==> src/design/pfa_pkg.sv <==
// Package for the partition fit allocator.
// Holds the command, status, policy and register index codes and the control
// struct passed to the fit unit. No dependencies.
package pfa_pkg;

    localparam int OUT_IDX_W = 6;
    localparam int CFG_DATA_W = 7;

    localparam logic [1:0] CMD_LOAD = 2'd0;
    localparam logic [1:0] CMD_ALLOC = 2'd1;
    localparam logic [1:0] CMD_RESTORE = 2'd2;

    localparam logic [1:0] ST_LOADED = 2'd0;
    localparam logic [1:0] ST_ALLOCATED = 2'd1;
    localparam logic [1:0] ST_NO_SPACE = 2'd2;
    localparam logic [1:0] ST_RESTORED = 2'd3;

    localparam logic [1:0] FIT_FIRST = 2'd0;
    localparam logic [1:0] FIT_BEST = 2'd1;
    localparam logic [1:0] FIT_WORST = 2'd2;

    localparam logic REG_FIT_MODE = 1'b0;
    localparam logic REG_BLOCK_COUNT = 1'b1;

    localparam logic [6:0] BLOCK_COUNT_RESET = 7'd64;

    typedef struct packed {
        logic       clear;
        logic       step;
        logic [1:0] mode;
    } pfa_fit_ctrl_t;

endpackage

==> src/design/pfa_mem.sv <==
// Single-port-write, single-port-read memory with a registered read.
// Used for the original and the remaining size tables. No dependencies.
module pfa_mem #(
    parameter int DEPTH = 64,
    parameter int WIDTH = 16,
    parameter int AW = 6
) (
    input  logic             clk,
    input  logic             we,
    input  logic [AW-1:0]    waddr,
    input  logic [WIDTH-1:0] wdata,
    input  logic [AW-1:0]    raddr,
    output logic [WIDTH-1:0] rdata
);

    logic [WIDTH-1:0] mem_reg [DEPTH];
    logic [WIDTH-1:0] rdata_reg;

    always_ff @(posedge clk)
    begin
        if (we)
        begin
            mem_reg[waddr] <= wdata;
        end
        rdata_reg <= mem_reg[raddr];
    end

    assign rdata = rdata_reg;

endmodule

==> src/design/pfa_fit_unit.sv <==
// Shared compare unit of the partition fit allocator: one subtract and one
// magnitude compare per beat, tracking the best candidate so far.
// Depends on pfa_pkg.
module pfa_fit_unit
    import pfa_pkg::*;
#(
    parameter int SIZE_BITS = 16,
    parameter int IDX_W = 6
) (
    input  logic                 clk,
    input  logic                 rst_n,
    input  pfa_fit_ctrl_t        ctrl,
    input  logic [SIZE_BITS-1:0] size_in,
    input  logic [SIZE_BITS-1:0] req,
    input  logic [IDX_W-1:0]     idx_in,
    output logic                 found,
    output logic [IDX_W-1:0]     pick,
    output logic [SIZE_BITS-1:0] pick_left,
    output logic [SIZE_BITS-1:0] pick_before
);

    logic                 found_reg;
    logic                 found_next;
    logic [IDX_W-1:0]     pick_reg;
    logic [IDX_W-1:0]     pick_next;
    logic [SIZE_BITS-1:0] left_reg;
    logic [SIZE_BITS-1:0] left_next;
    logic [SIZE_BITS-1:0] before_reg;
    logic [SIZE_BITS-1:0] before_next;
    logic [SIZE_BITS:0]   diff;
    logic                 fits;
    logic                 take;

    always_comb
    begin
        diff = {1'b0, size_in} - {1'b0, req};
        fits = !diff[SIZE_BITS];
        take = 1'b0;
        if (fits)
        begin
            if (!found_reg)
            begin
                take = 1'b1;
            end
            else if (ctrl.mode == FIT_BEST)
            begin
                take = diff[SIZE_BITS-1:0] < left_reg;
            end
            else if (ctrl.mode == FIT_WORST)
            begin
                take = diff[SIZE_BITS-1:0] > left_reg;
            end
        end

        found_next = found_reg;
        pick_next = pick_reg;
        left_next = left_reg;
        before_next = before_reg;
        if (ctrl.clear)
        begin
            found_next = 1'b0;
        end
        else if (ctrl.step && take)
        begin
            found_next = 1'b1;
            pick_next = idx_in;
            left_next = diff[SIZE_BITS-1:0];
            before_next = size_in;
        end
    end

    always_ff @(posedge clk or negedge rst_n)
    begin
        if (!rst_n)
        begin
            found_reg <= 1'b0;
        end
        else
        begin
            found_reg <= found_next;
        end
    end

    always_ff @(posedge clk)
    begin
        pick_reg <= pick_next;
        left_reg <= left_next;
        before_reg <= before_next;
    end

    assign found = found_reg;
    assign pick = pick_reg;
    assign pick_left = left_reg;
    assign pick_before = before_reg;

endmodule

==> src/design/partition_fit_allocator_core.sv <==
// Top level of the partition fit allocator: sequencer, size tables and port logic.
// Depends on pfa_pkg, pfa_mem and pfa_fit_unit.
//
// After reset the block zeroes both size tables and accepts no beat
// meanwhile. A load writes the size into both tables if the index is in
// range. An allocation reads one partition per cycle from the remaining-size
// table through the shared compare unit, up to the clamped block count. A
// restore copies the whole original table into the remaining-size table one
// entry per cycle. One item is in work at a time; the output register lets the
// next item start while a result waits to be taken.
module partition_fit_allocator_core
    import pfa_pkg::*;
#(
    parameter int NUM_BLOCKS = 64,
    parameter int SIZE_BITS = 16
) (
    input  logic                  clk,
    input  logic                  rst_n,
    input  logic                  cfg_write_en,
    input  logic                  cfg_index,
    input  logic [CFG_DATA_W-1:0] cfg_data,
    input  logic                  in_valid,
    output logic                  in_ready,
    input  logic [1:0]            command,
    input  logic [5:0]            block_index,
    input  logic [SIZE_BITS-1:0]  size_value,
    output logic                  out_valid,
    input  logic                  out_ready,
    output logic [1:0]            status,
    output logic [OUT_IDX_W-1:0]  chosen_block,
    output logic [SIZE_BITS-1:0]  size_before,
    output logic [SIZE_BITS-1:0]  size_after
);

    localparam int IDX_W = (NUM_BLOCKS > 1) ? $clog2(NUM_BLOCKS) : 1;
    localparam int CNT_W = $clog2(NUM_BLOCKS + 1);

    typedef enum logic [5:0] {
        S_CLEAR = 6'b000001,
        S_IDLE  = 6'b000010,
        S_SCAN  = 6'b000100,
        S_WRITE = 6'b001000,
        S_COPY  = 6'b010000,
        S_DONE  = 6'b100000
    } pfa_state_t;

    pfa_state_t           state_reg;
    pfa_state_t           state_next;
    logic [CNT_W-1:0]     cnt_reg;
    logic [CNT_W-1:0]     cnt_next;
    logic                 rd_vld_reg;
    logic                 rd_vld_next;
    logic [IDX_W-1:0]     rd_idx_reg;
    logic [IDX_W-1:0]     rd_idx_next;
    logic [SIZE_BITS-1:0] req_reg;
    logic [SIZE_BITS-1:0] req_next;
    logic [1:0]           res_status_reg;
    logic [1:0]           res_status_next;
    logic [1:0]           fit_mode_reg;
    logic [6:0]           block_count_reg;

    logic                 out_valid_reg;
    logic                 out_valid_next;
    logic [1:0]           status_reg;
    logic [1:0]           status_next;
    logic [OUT_IDX_W-1:0] chosen_reg;
    logic [OUT_IDX_W-1:0] chosen_next;
    logic [SIZE_BITS-1:0] before_reg;
    logic [SIZE_BITS-1:0] before_next;
    logic [SIZE_BITS-1:0] after_reg;
    logic [SIZE_BITS-1:0] after_next;

    logic                 accept;
    logic                 issue;
    logic [IDX_W-1:0]     cnt_idx;
    logic [IDX_W-1:0]     load_addr;
    logic                 load_ok;

    logic                 orig_we;
    logic [IDX_W-1:0]     orig_waddr;
    logic [SIZE_BITS-1:0] orig_wdata;
    logic [SIZE_BITS-1:0] orig_rdata;
    logic                 rem_we;
    logic [IDX_W-1:0]     rem_waddr;
    logic [SIZE_BITS-1:0] rem_wdata;
    logic [SIZE_BITS-1:0] rem_rdata;

    pfa_fit_ctrl_t        fit_ctrl;
    logic                 fit_found;
    logic [IDX_W-1:0]     fit_pick;
    logic [SIZE_BITS-1:0] fit_left;
    logic [SIZE_BITS-1:0] fit_before;

    assign in_ready = (state_reg == S_IDLE);
    assign accept = in_valid && in_ready;
    assign cnt_idx = cnt_reg[IDX_W-1:0];
    assign load_addr = IDX_W'(32'(block_index));
    assign load_ok = 32'(block_index) < NUM_BLOCKS;

    pfa_mem #(
        .DEPTH (NUM_BLOCKS),
        .WIDTH (SIZE_BITS),
        .AW    (IDX_W)
    ) u_orig_mem (
        .clk   (clk),
        .we    (orig_we),
        .waddr (orig_waddr),
        .wdata (orig_wdata),
        .raddr (cnt_idx),
        .rdata (orig_rdata)
    );

    pfa_mem #(
        .DEPTH (NUM_BLOCKS),
        .WIDTH (SIZE_BITS),
        .AW    (IDX_W)
    ) u_rem_mem (
        .clk   (clk),
        .we    (rem_we),
        .waddr (rem_waddr),
        .wdata (rem_wdata),
        .raddr (cnt_idx),
        .rdata (rem_rdata)
    );

    pfa_fit_unit #(
        .SIZE_BITS (SIZE_BITS),
        .IDX_W     (IDX_W)
    ) u_fit_unit (
        .clk         (clk),
        .rst_n       (rst_n),
        .ctrl        (fit_ctrl),
        .size_in     (rem_rdata),
        .req         (req_reg),
        .idx_in      (rd_idx_reg),
        .found       (fit_found),
        .pick        (fit_pick),
        .pick_left   (fit_left),
        .pick_before (fit_before)
    );

    always_comb
    begin
        state_next = state_reg;
        cnt_next = cnt_reg;
        rd_vld_next = 1'b0;
        rd_idx_next = cnt_idx;
        req_next = req_reg;
        res_status_next = res_status_reg;
        issue = 1'b0;

        orig_we = 1'b0;
        orig_waddr = cnt_idx;
        orig_wdata = '0;
        rem_we = 1'b0;
        rem_waddr = cnt_idx;
        rem_wdata = '0;

        fit_ctrl.clear = 1'b0;
        fit_ctrl.step = 1'b0;
        fit_ctrl.mode = fit_mode_reg;

        out_valid_next = out_valid_reg && !out_ready;
        status_next = status_reg;
        chosen_next = chosen_reg;
        before_next = before_reg;
        after_next = after_reg;

        case (state_reg)
            S_CLEAR:
            begin
                orig_we = 1'b1;
                rem_we = 1'b1;
                cnt_next = cnt_reg + CNT_W'(1);
                if (32'(cnt_reg) == NUM_BLOCKS - 1)
                begin
                    state_next = S_IDLE;
                end
            end
            S_IDLE:
            begin
                cnt_next = '0;
                if (accept)
                begin
                    case (command)
                        CMD_LOAD:
                        begin
                            orig_we = load_ok;
                            rem_we = load_ok;
                            orig_waddr = load_addr;
                            rem_waddr = load_addr;
                            orig_wdata = size_value;
                            rem_wdata = size_value;
                            res_status_next = ST_LOADED;
                            state_next = S_DONE;
                        end
                        CMD_ALLOC:
                        begin
                            fit_ctrl.clear = 1'b1;
                            req_next = size_value;
                            state_next = S_SCAN;
                        end
                        default:
                        begin
                            state_next = S_COPY;
                        end
                    endcase
                end
            end
            S_SCAN:
            begin
                issue = (32'(cnt_reg) < 32'(block_count_reg)) && (32'(cnt_reg) < NUM_BLOCKS);
                fit_ctrl.step = rd_vld_reg;
                if (issue)
                begin
                    cnt_next = cnt_reg + CNT_W'(1);
                end
                rd_vld_next = issue;
                if (!issue && !rd_vld_reg)
                begin
                    if (fit_found)
                    begin
                        state_next = S_WRITE;
                    end
                    else
                    begin
                        res_status_next = ST_NO_SPACE;
                        state_next = S_DONE;
                    end
                end
            end
            S_WRITE:
            begin
                rem_we = 1'b1;
                rem_waddr = fit_pick;
                rem_wdata = fit_left;
                res_status_next = ST_ALLOCATED;
                state_next = S_DONE;
            end
            S_COPY:
            begin
                issue = 32'(cnt_reg) < NUM_BLOCKS;
                if (issue)
                begin
                    cnt_next = cnt_reg + CNT_W'(1);
                end
                rd_vld_next = issue;
                rem_we = rd_vld_reg;
                rem_waddr = rd_idx_reg;
                rem_wdata = orig_rdata;
                if (!issue && !rd_vld_reg)
                begin
                    res_status_next = ST_RESTORED;
                    state_next = S_DONE;
                end
            end
            S_DONE:
            begin
                if (!out_valid_reg || out_ready)
                begin
                    out_valid_next = 1'b1;
                    status_next = res_status_reg;
                    if (res_status_reg == ST_ALLOCATED)
                    begin
                        chosen_next = OUT_IDX_W'(fit_pick);
                        before_next = fit_before;
                        after_next = fit_left;
                    end
                    else
                    begin
                        chosen_next = '0;
                        before_next = '0;
                        after_next = '0;
                    end
                    state_next = S_IDLE;
                end
            end
            default:
            begin
                state_next = S_IDLE;
            end
        endcase
    end

    always_ff @(posedge clk or negedge rst_n)
    begin
        if (!rst_n)
        begin
            state_reg <= S_CLEAR;
            cnt_reg <= '0;
            rd_vld_reg <= 1'b0;
            out_valid_reg <= 1'b0;
            fit_mode_reg <= FIT_FIRST;
            block_count_reg <= BLOCK_COUNT_RESET;
        end
        else
        begin
            state_reg <= state_next;
            cnt_reg <= cnt_next;
            rd_vld_reg <= rd_vld_next;
            out_valid_reg <= out_valid_next;
            if (cfg_write_en && cfg_index == REG_FIT_MODE)
            begin
                fit_mode_reg <= cfg_data[1:0];
            end
            if (cfg_write_en && cfg_index == REG_BLOCK_COUNT)
            begin
                block_count_reg <= cfg_data;
            end
        end
    end

    always_ff @(posedge clk)
    begin
        rd_idx_reg <= rd_idx_next;
        req_reg <= req_next;
        res_status_reg <= res_status_next;
        status_reg <= status_next;
        chosen_reg <= chosen_next;
        before_reg <= before_next;
        after_reg <= after_next;
    end

    assign out_valid = out_valid_reg;
    assign status = status_reg;
    assign chosen_block = chosen_reg;
    assign size_before = before_reg;
    assign size_after = after_reg;

    // An allocation never grows a partition.
    a_alloc_shrinks: assert property (@(posedge clk) disable iff (!rst_n)
        (out_valid && status == ST_ALLOCATED) |-> (size_after <= size_before))
        else $error("allocated partition grew");

    // Results other than an allocation carry zero fields.
    a_other_zero: assert property (@(posedge clk) disable iff (!rst_n)
        (out_valid && status != ST_ALLOCATED) |->
        (chosen_block == '0 && size_before == '0 && size_after == '0))
        else $error("non-allocation result carries data");

    // No table read is in flight while the block takes a new beat.
    a_idle_no_read: assert property (@(posedge clk) disable iff (!rst_n)
        in_ready |-> !rd_vld_reg)
        else $error("table read in flight while idle");

endmodule
==> config.mk <==
export PLATFORM = sky130hd
export DESIGN_NAME = partition_fit_allocator_core
export DESIGN_NICKNAME = d
export VERILOG_FILES = /design/src/design/pfa_pkg.sv /design/src/design/pfa_mem.sv /design/src/design/pfa_fit_unit.sv /design/src/design/partition_fit_allocator_core.sv
export SDC_FILE = /design/constraint.sdc
export NUM_CORES = 2
export LEC_CHECK = 0
export BUFFER_PORTS_ARGS = -buffer_cell sky130_fd_sc_hd__clkbuf_2
export CAP_MARGIN = 0
export CELL_PAD_IN_SITES_DETAIL_PLACEMENT = 1
export CELL_PAD_IN_SITES_GLOBAL_PLACEMENT = 1
export CORE_UTILIZATION = 38
export CTS_CLUSTER_SIZE = 24
export DETAILED_ROUTE_END_ITERATION = 8
export GPL_ROUTABILITY_DRIVEN = 0
export GPL_TIMING_DRIVEN = 0
export PLACE_DENSITY_LB_ADDON = 0.25
export SYNTH_ARGS = -nofsm -noshare
export SYNTH_HDL_FRONTEND = slang
export SYNTH_HIERARCHICAL = 1
export SYNTH_SLANG_ARGS = --single-unit
==> constraint.sdc <==
create_clock -name clk -period 11.8 [get_ports clk]
set_input_delay 3.54 -clock clk [delete_from_list [all_inputs] [get_ports clk]]
set_output_delay 3.54 -clock clk [all_outputs]
set_load 0.03 [all_outputs]
==> flow_metrics.py <==
metrics = {
    "power": {
        "power_density_mw_per_mm2": 224,
        "power_mw": 22.6,
        "ir_worst_vdd_uv": 132,
        "power.leakage_nw": 32.0,
    },
    "worst_setup_path": {
        "cp-endpoint": "u_orig_mem/mem_reg[39][3]",
        "reg2reg_from": "state_reg[1]",
        "path_class": "primary input to flip-flop",
        "crit_arrival_ns": 8.25,
        "startpoint": "in_valid",
        "path_buf_inv": 4,
        "worstSetupStartpointType": "primary input",
        "crit_cells": 10,
        "slowest_stage": "nor2_2",
        "worstPathRequired_ns": 12.26,
        "cp_cell_sequence": "clkbuf_2, inv_1, nor3_2, and2_1, buf_2, nand2_1, o21ai_0, clkbuf_1, nand4_1, nor2_2",
        "cp_top_family": "simple AND/OR/NAND/NOR gates",
        "worst-path-max-fanout": 16,
        "cp_slowest_stage_delay_ns": 1.23,
        "reg2reg_depth": 9,
        "reg2reg_slack_ns": 5.95,
        "cp-end-kind": "flip-flop",
        "regToRegEndpoint": "u_rem_mem/mem_reg[47][9]",
    },
    "yosys": {
        "netlist-cell-type-count": 79,
        "syn_inst": 4188,
        "syn_area_sq_mm": 0.0865,
        "syn_nets": 4265,
        "yosysTopAreaCell": "edfxtp_1",
        "synthFlopType": "edfxtp_1",
        "avgSynthCellArea_sq_um": 20.7,
        "yosys.area.top_type_share_pct": 74.4,
        "seq_area_frac_synth_pct": 76.0,
        "synth_edf_count": 2144,
        "yosysWarningCount": 6,
        "synth_common_cells": "edfxtp_1, mux4_2, mux2i_1",
        "yosysMostFrequentCell": "edfxtp_1",
        "ys_ff_latch": 2207,
        "synthArstFlopShare_pct": 1.13,
        "synthTopCellsByArea": "edfxtp_1, mux4_2, mux2i_1, mux2_2, dfxtp_1",
    },
    "route": {
        "ant_nets": 0,
        "wl_per_cell_um": 33.5,
        "remaining_drc_errors": 0,
        "drt_wl_total_mm": 262,
        "dr.first_iter.drc_count": 4633,
        "vias": 44700,
        "drt_pass1_iterations": 8,
        "viasPerCell": 5.71,
    },
    "global_routing": {
        "grt_max_degree": 66,
        "grt_pass1_vias": 45700,
        "track_usage_pct": 22.7,
        "grt_pass1_wl_mm": 365,
        "grt_remaining_overflow": 0,
        "grt_antenna_before_repair": 11,
    },
    "run": {
        "drv_cap": 1,
    },
    "cts": {
        "cts_made_buffers": 224,
        "clockBufferDepth": 3,
        "cts.sinks": 2207,
        "clk_pin_slew_ns": 0.06,
        "cts_root_buf": "clkbuf_16",
        "tritoncts": "done",
        "cts-htree-levels": 4,
        "insertion_delay_ns": 0.88,
        "cts_hold_buffers": 0,
        "cts_setup_buffers": 0,
        "cts_resized": 0,
    },
    "sta": {
        "fmax_mhz": 128,
        "min_period_ns": 7.78,
        "tns_ns": 0,
        "setup-violations-final": 0,
        "timing.hold.ws_ns": 0.437,
        "finalHoldViolations": 0,
        "timing.final.crit_share_pct": 66.0,
        "final_max_slew_viol_count": 9,
        "rsz0062_at_grt": "false",
        "slew_headroom_pct": -0.166,
        "tightest_slew_ns": 1.50,
        "skew_ns": 0.0655,
    },
    "floorplanning": {
        "row_count": 174,
        "core_area_sq_mm": 0.226,
        "start_util_pct": 38.4,
        "die_h_um": 479,
        "ios": 79,
        "die_w_um": 479,
        "dieArea_sq_mm": 0.230,
    },
    "min_path": {
        "hold_path.class": "flip-flop to flip-flop",
        "hp-start": "rd_idx_reg[1]",
    },
    "layout": {
        "area_delta_synth_final_pct": 16.6,
        "final_nets": 4715,
        "drive_gt1_share_pct": 28.8,
    },
    "place": {
        "placement.io_buffers": 78,
        "hpwlAfterDp_mm": 179,
    },
    "outcome": {
        "status": "finished with violations",
        "violations": "max-capacitance violations, max-slew violations",
    },
}
## layer usage
metal | GRT usage [%] | up-vias | share of wire [%]
met5 | 0 | - | 0.0084
met4 | 9.38 | 4 | 4.3
met3 | 4.00 | 382 | 6.5
met2 | 37.3 | 1675 | 49
met1 | 29.9 | 24400 | 40
li1 | - | 18300 | -
## kinds of logic after synthesis
| kind of cell | count (synthesis) | synth area share, % |
|---|---|---|
| xor gates and xnor gates | 14 | 0.142 |
| buffers and inverters | 272 | 1.98 |
| muxes | 693 | 14.6 |
| DFF | 2207 | 76.0 |
| adders and majority gates | 40 | 0.587 |
| AOI/OAI and AO/OA | 359 | 3.13 |
| and+or+nand+nor | 603 | 3.52 |
## how the worst min path moves through the flow
| stage | cells past startpoint | to |
|---|---|---|
| 4_1_cts | 0 | u_fit_unit/pick[2] |
| 3_3_place_gp | 0 | u_fit_unit/pick[4] |
| 5_1_grt | 0 | u_fit_unit/pick[2] |
| 3_5_place_dp | 0 | u_fit_unit/pick[2] |
| 6_report | 0 | u_fit_unit/pick[1] |
| 2_1_floorplan | 0 | u_fit_unit/pick[0] |
## cell usage in the layout, fill, tap and decap left out, types with 13 or more instances in the layout
master	netlist	final
clkinv_1	0	48
a211o_1	17	17
bufinv_16	0	19
buf_2	76	76
nand2_1	152	152
clkbuf_1	60	119
buf_12	10	24
mux2i_1	176	176
nand4_1	30	30
a221oi_1	35	35
dfrtp_1	23	23
a31oi_1	19	19
buf_16	0	18
a311oi_1	16	16
nor2b_1	67	66
nand3_1	56	56
and2_1	46	46
nand2b_1	14	14
clkbuf_16	0	224
dfxtp_1	38	38
inv_1	48	48
mux4_2	440	440
buf_8	6	107
edfxtp_1	2144	2144
clkbuf_2	4	82
diode_2	0	13
nor2_2	4	128
o21ai_0	22	22
buf_6	34	46
buf_4	26	27
clkinv_2	0	31
ha_1	39	39
a22oi_1	79	79
a211oi_1	23	23
nor2_1	161	37
a21oi_1	54	54
mux2_2	68	68
## through the flow
stage	std cells	setup WS (ns)	area, sq um	util [%]
after floorplan	4188	4.96	86500	-
after global routing	7818	4.00	101000	44.7
after global placement	7258	1.27	90700	40.2
after CTS	7817	3.72	101000	44.7
final	7830	4.02	101000	44.7
after detailed placement	7404	2.76	93600	41.5
## report_power, final
part | internal [mW] | total [mW] | leakage [nW] | switching (mW)
sequential | 8.95 | 9.10 | 20.2 | 0.148
combinational | 2.40 | 6.45 | 8.38 | 4.06
clock | 3.94 | 7.02 | 3.46 | 3.08
total | 15.3 | 22.6 | 32.0 | 7.29
## final cells by class
cell class	count	area, sq um
fillers	21100	125000
clock inverters	129	1370
multi-input cells	1709	19600
flip-flops and latches	2207	65800
clock buffers	284	5840
well taps	2992	3740
plain buffers	224	1530
diodes	13	32.5
inverters	48	180
repair buffers	224	2830
No activity file was read; power rests on OpenSTA's default activity.
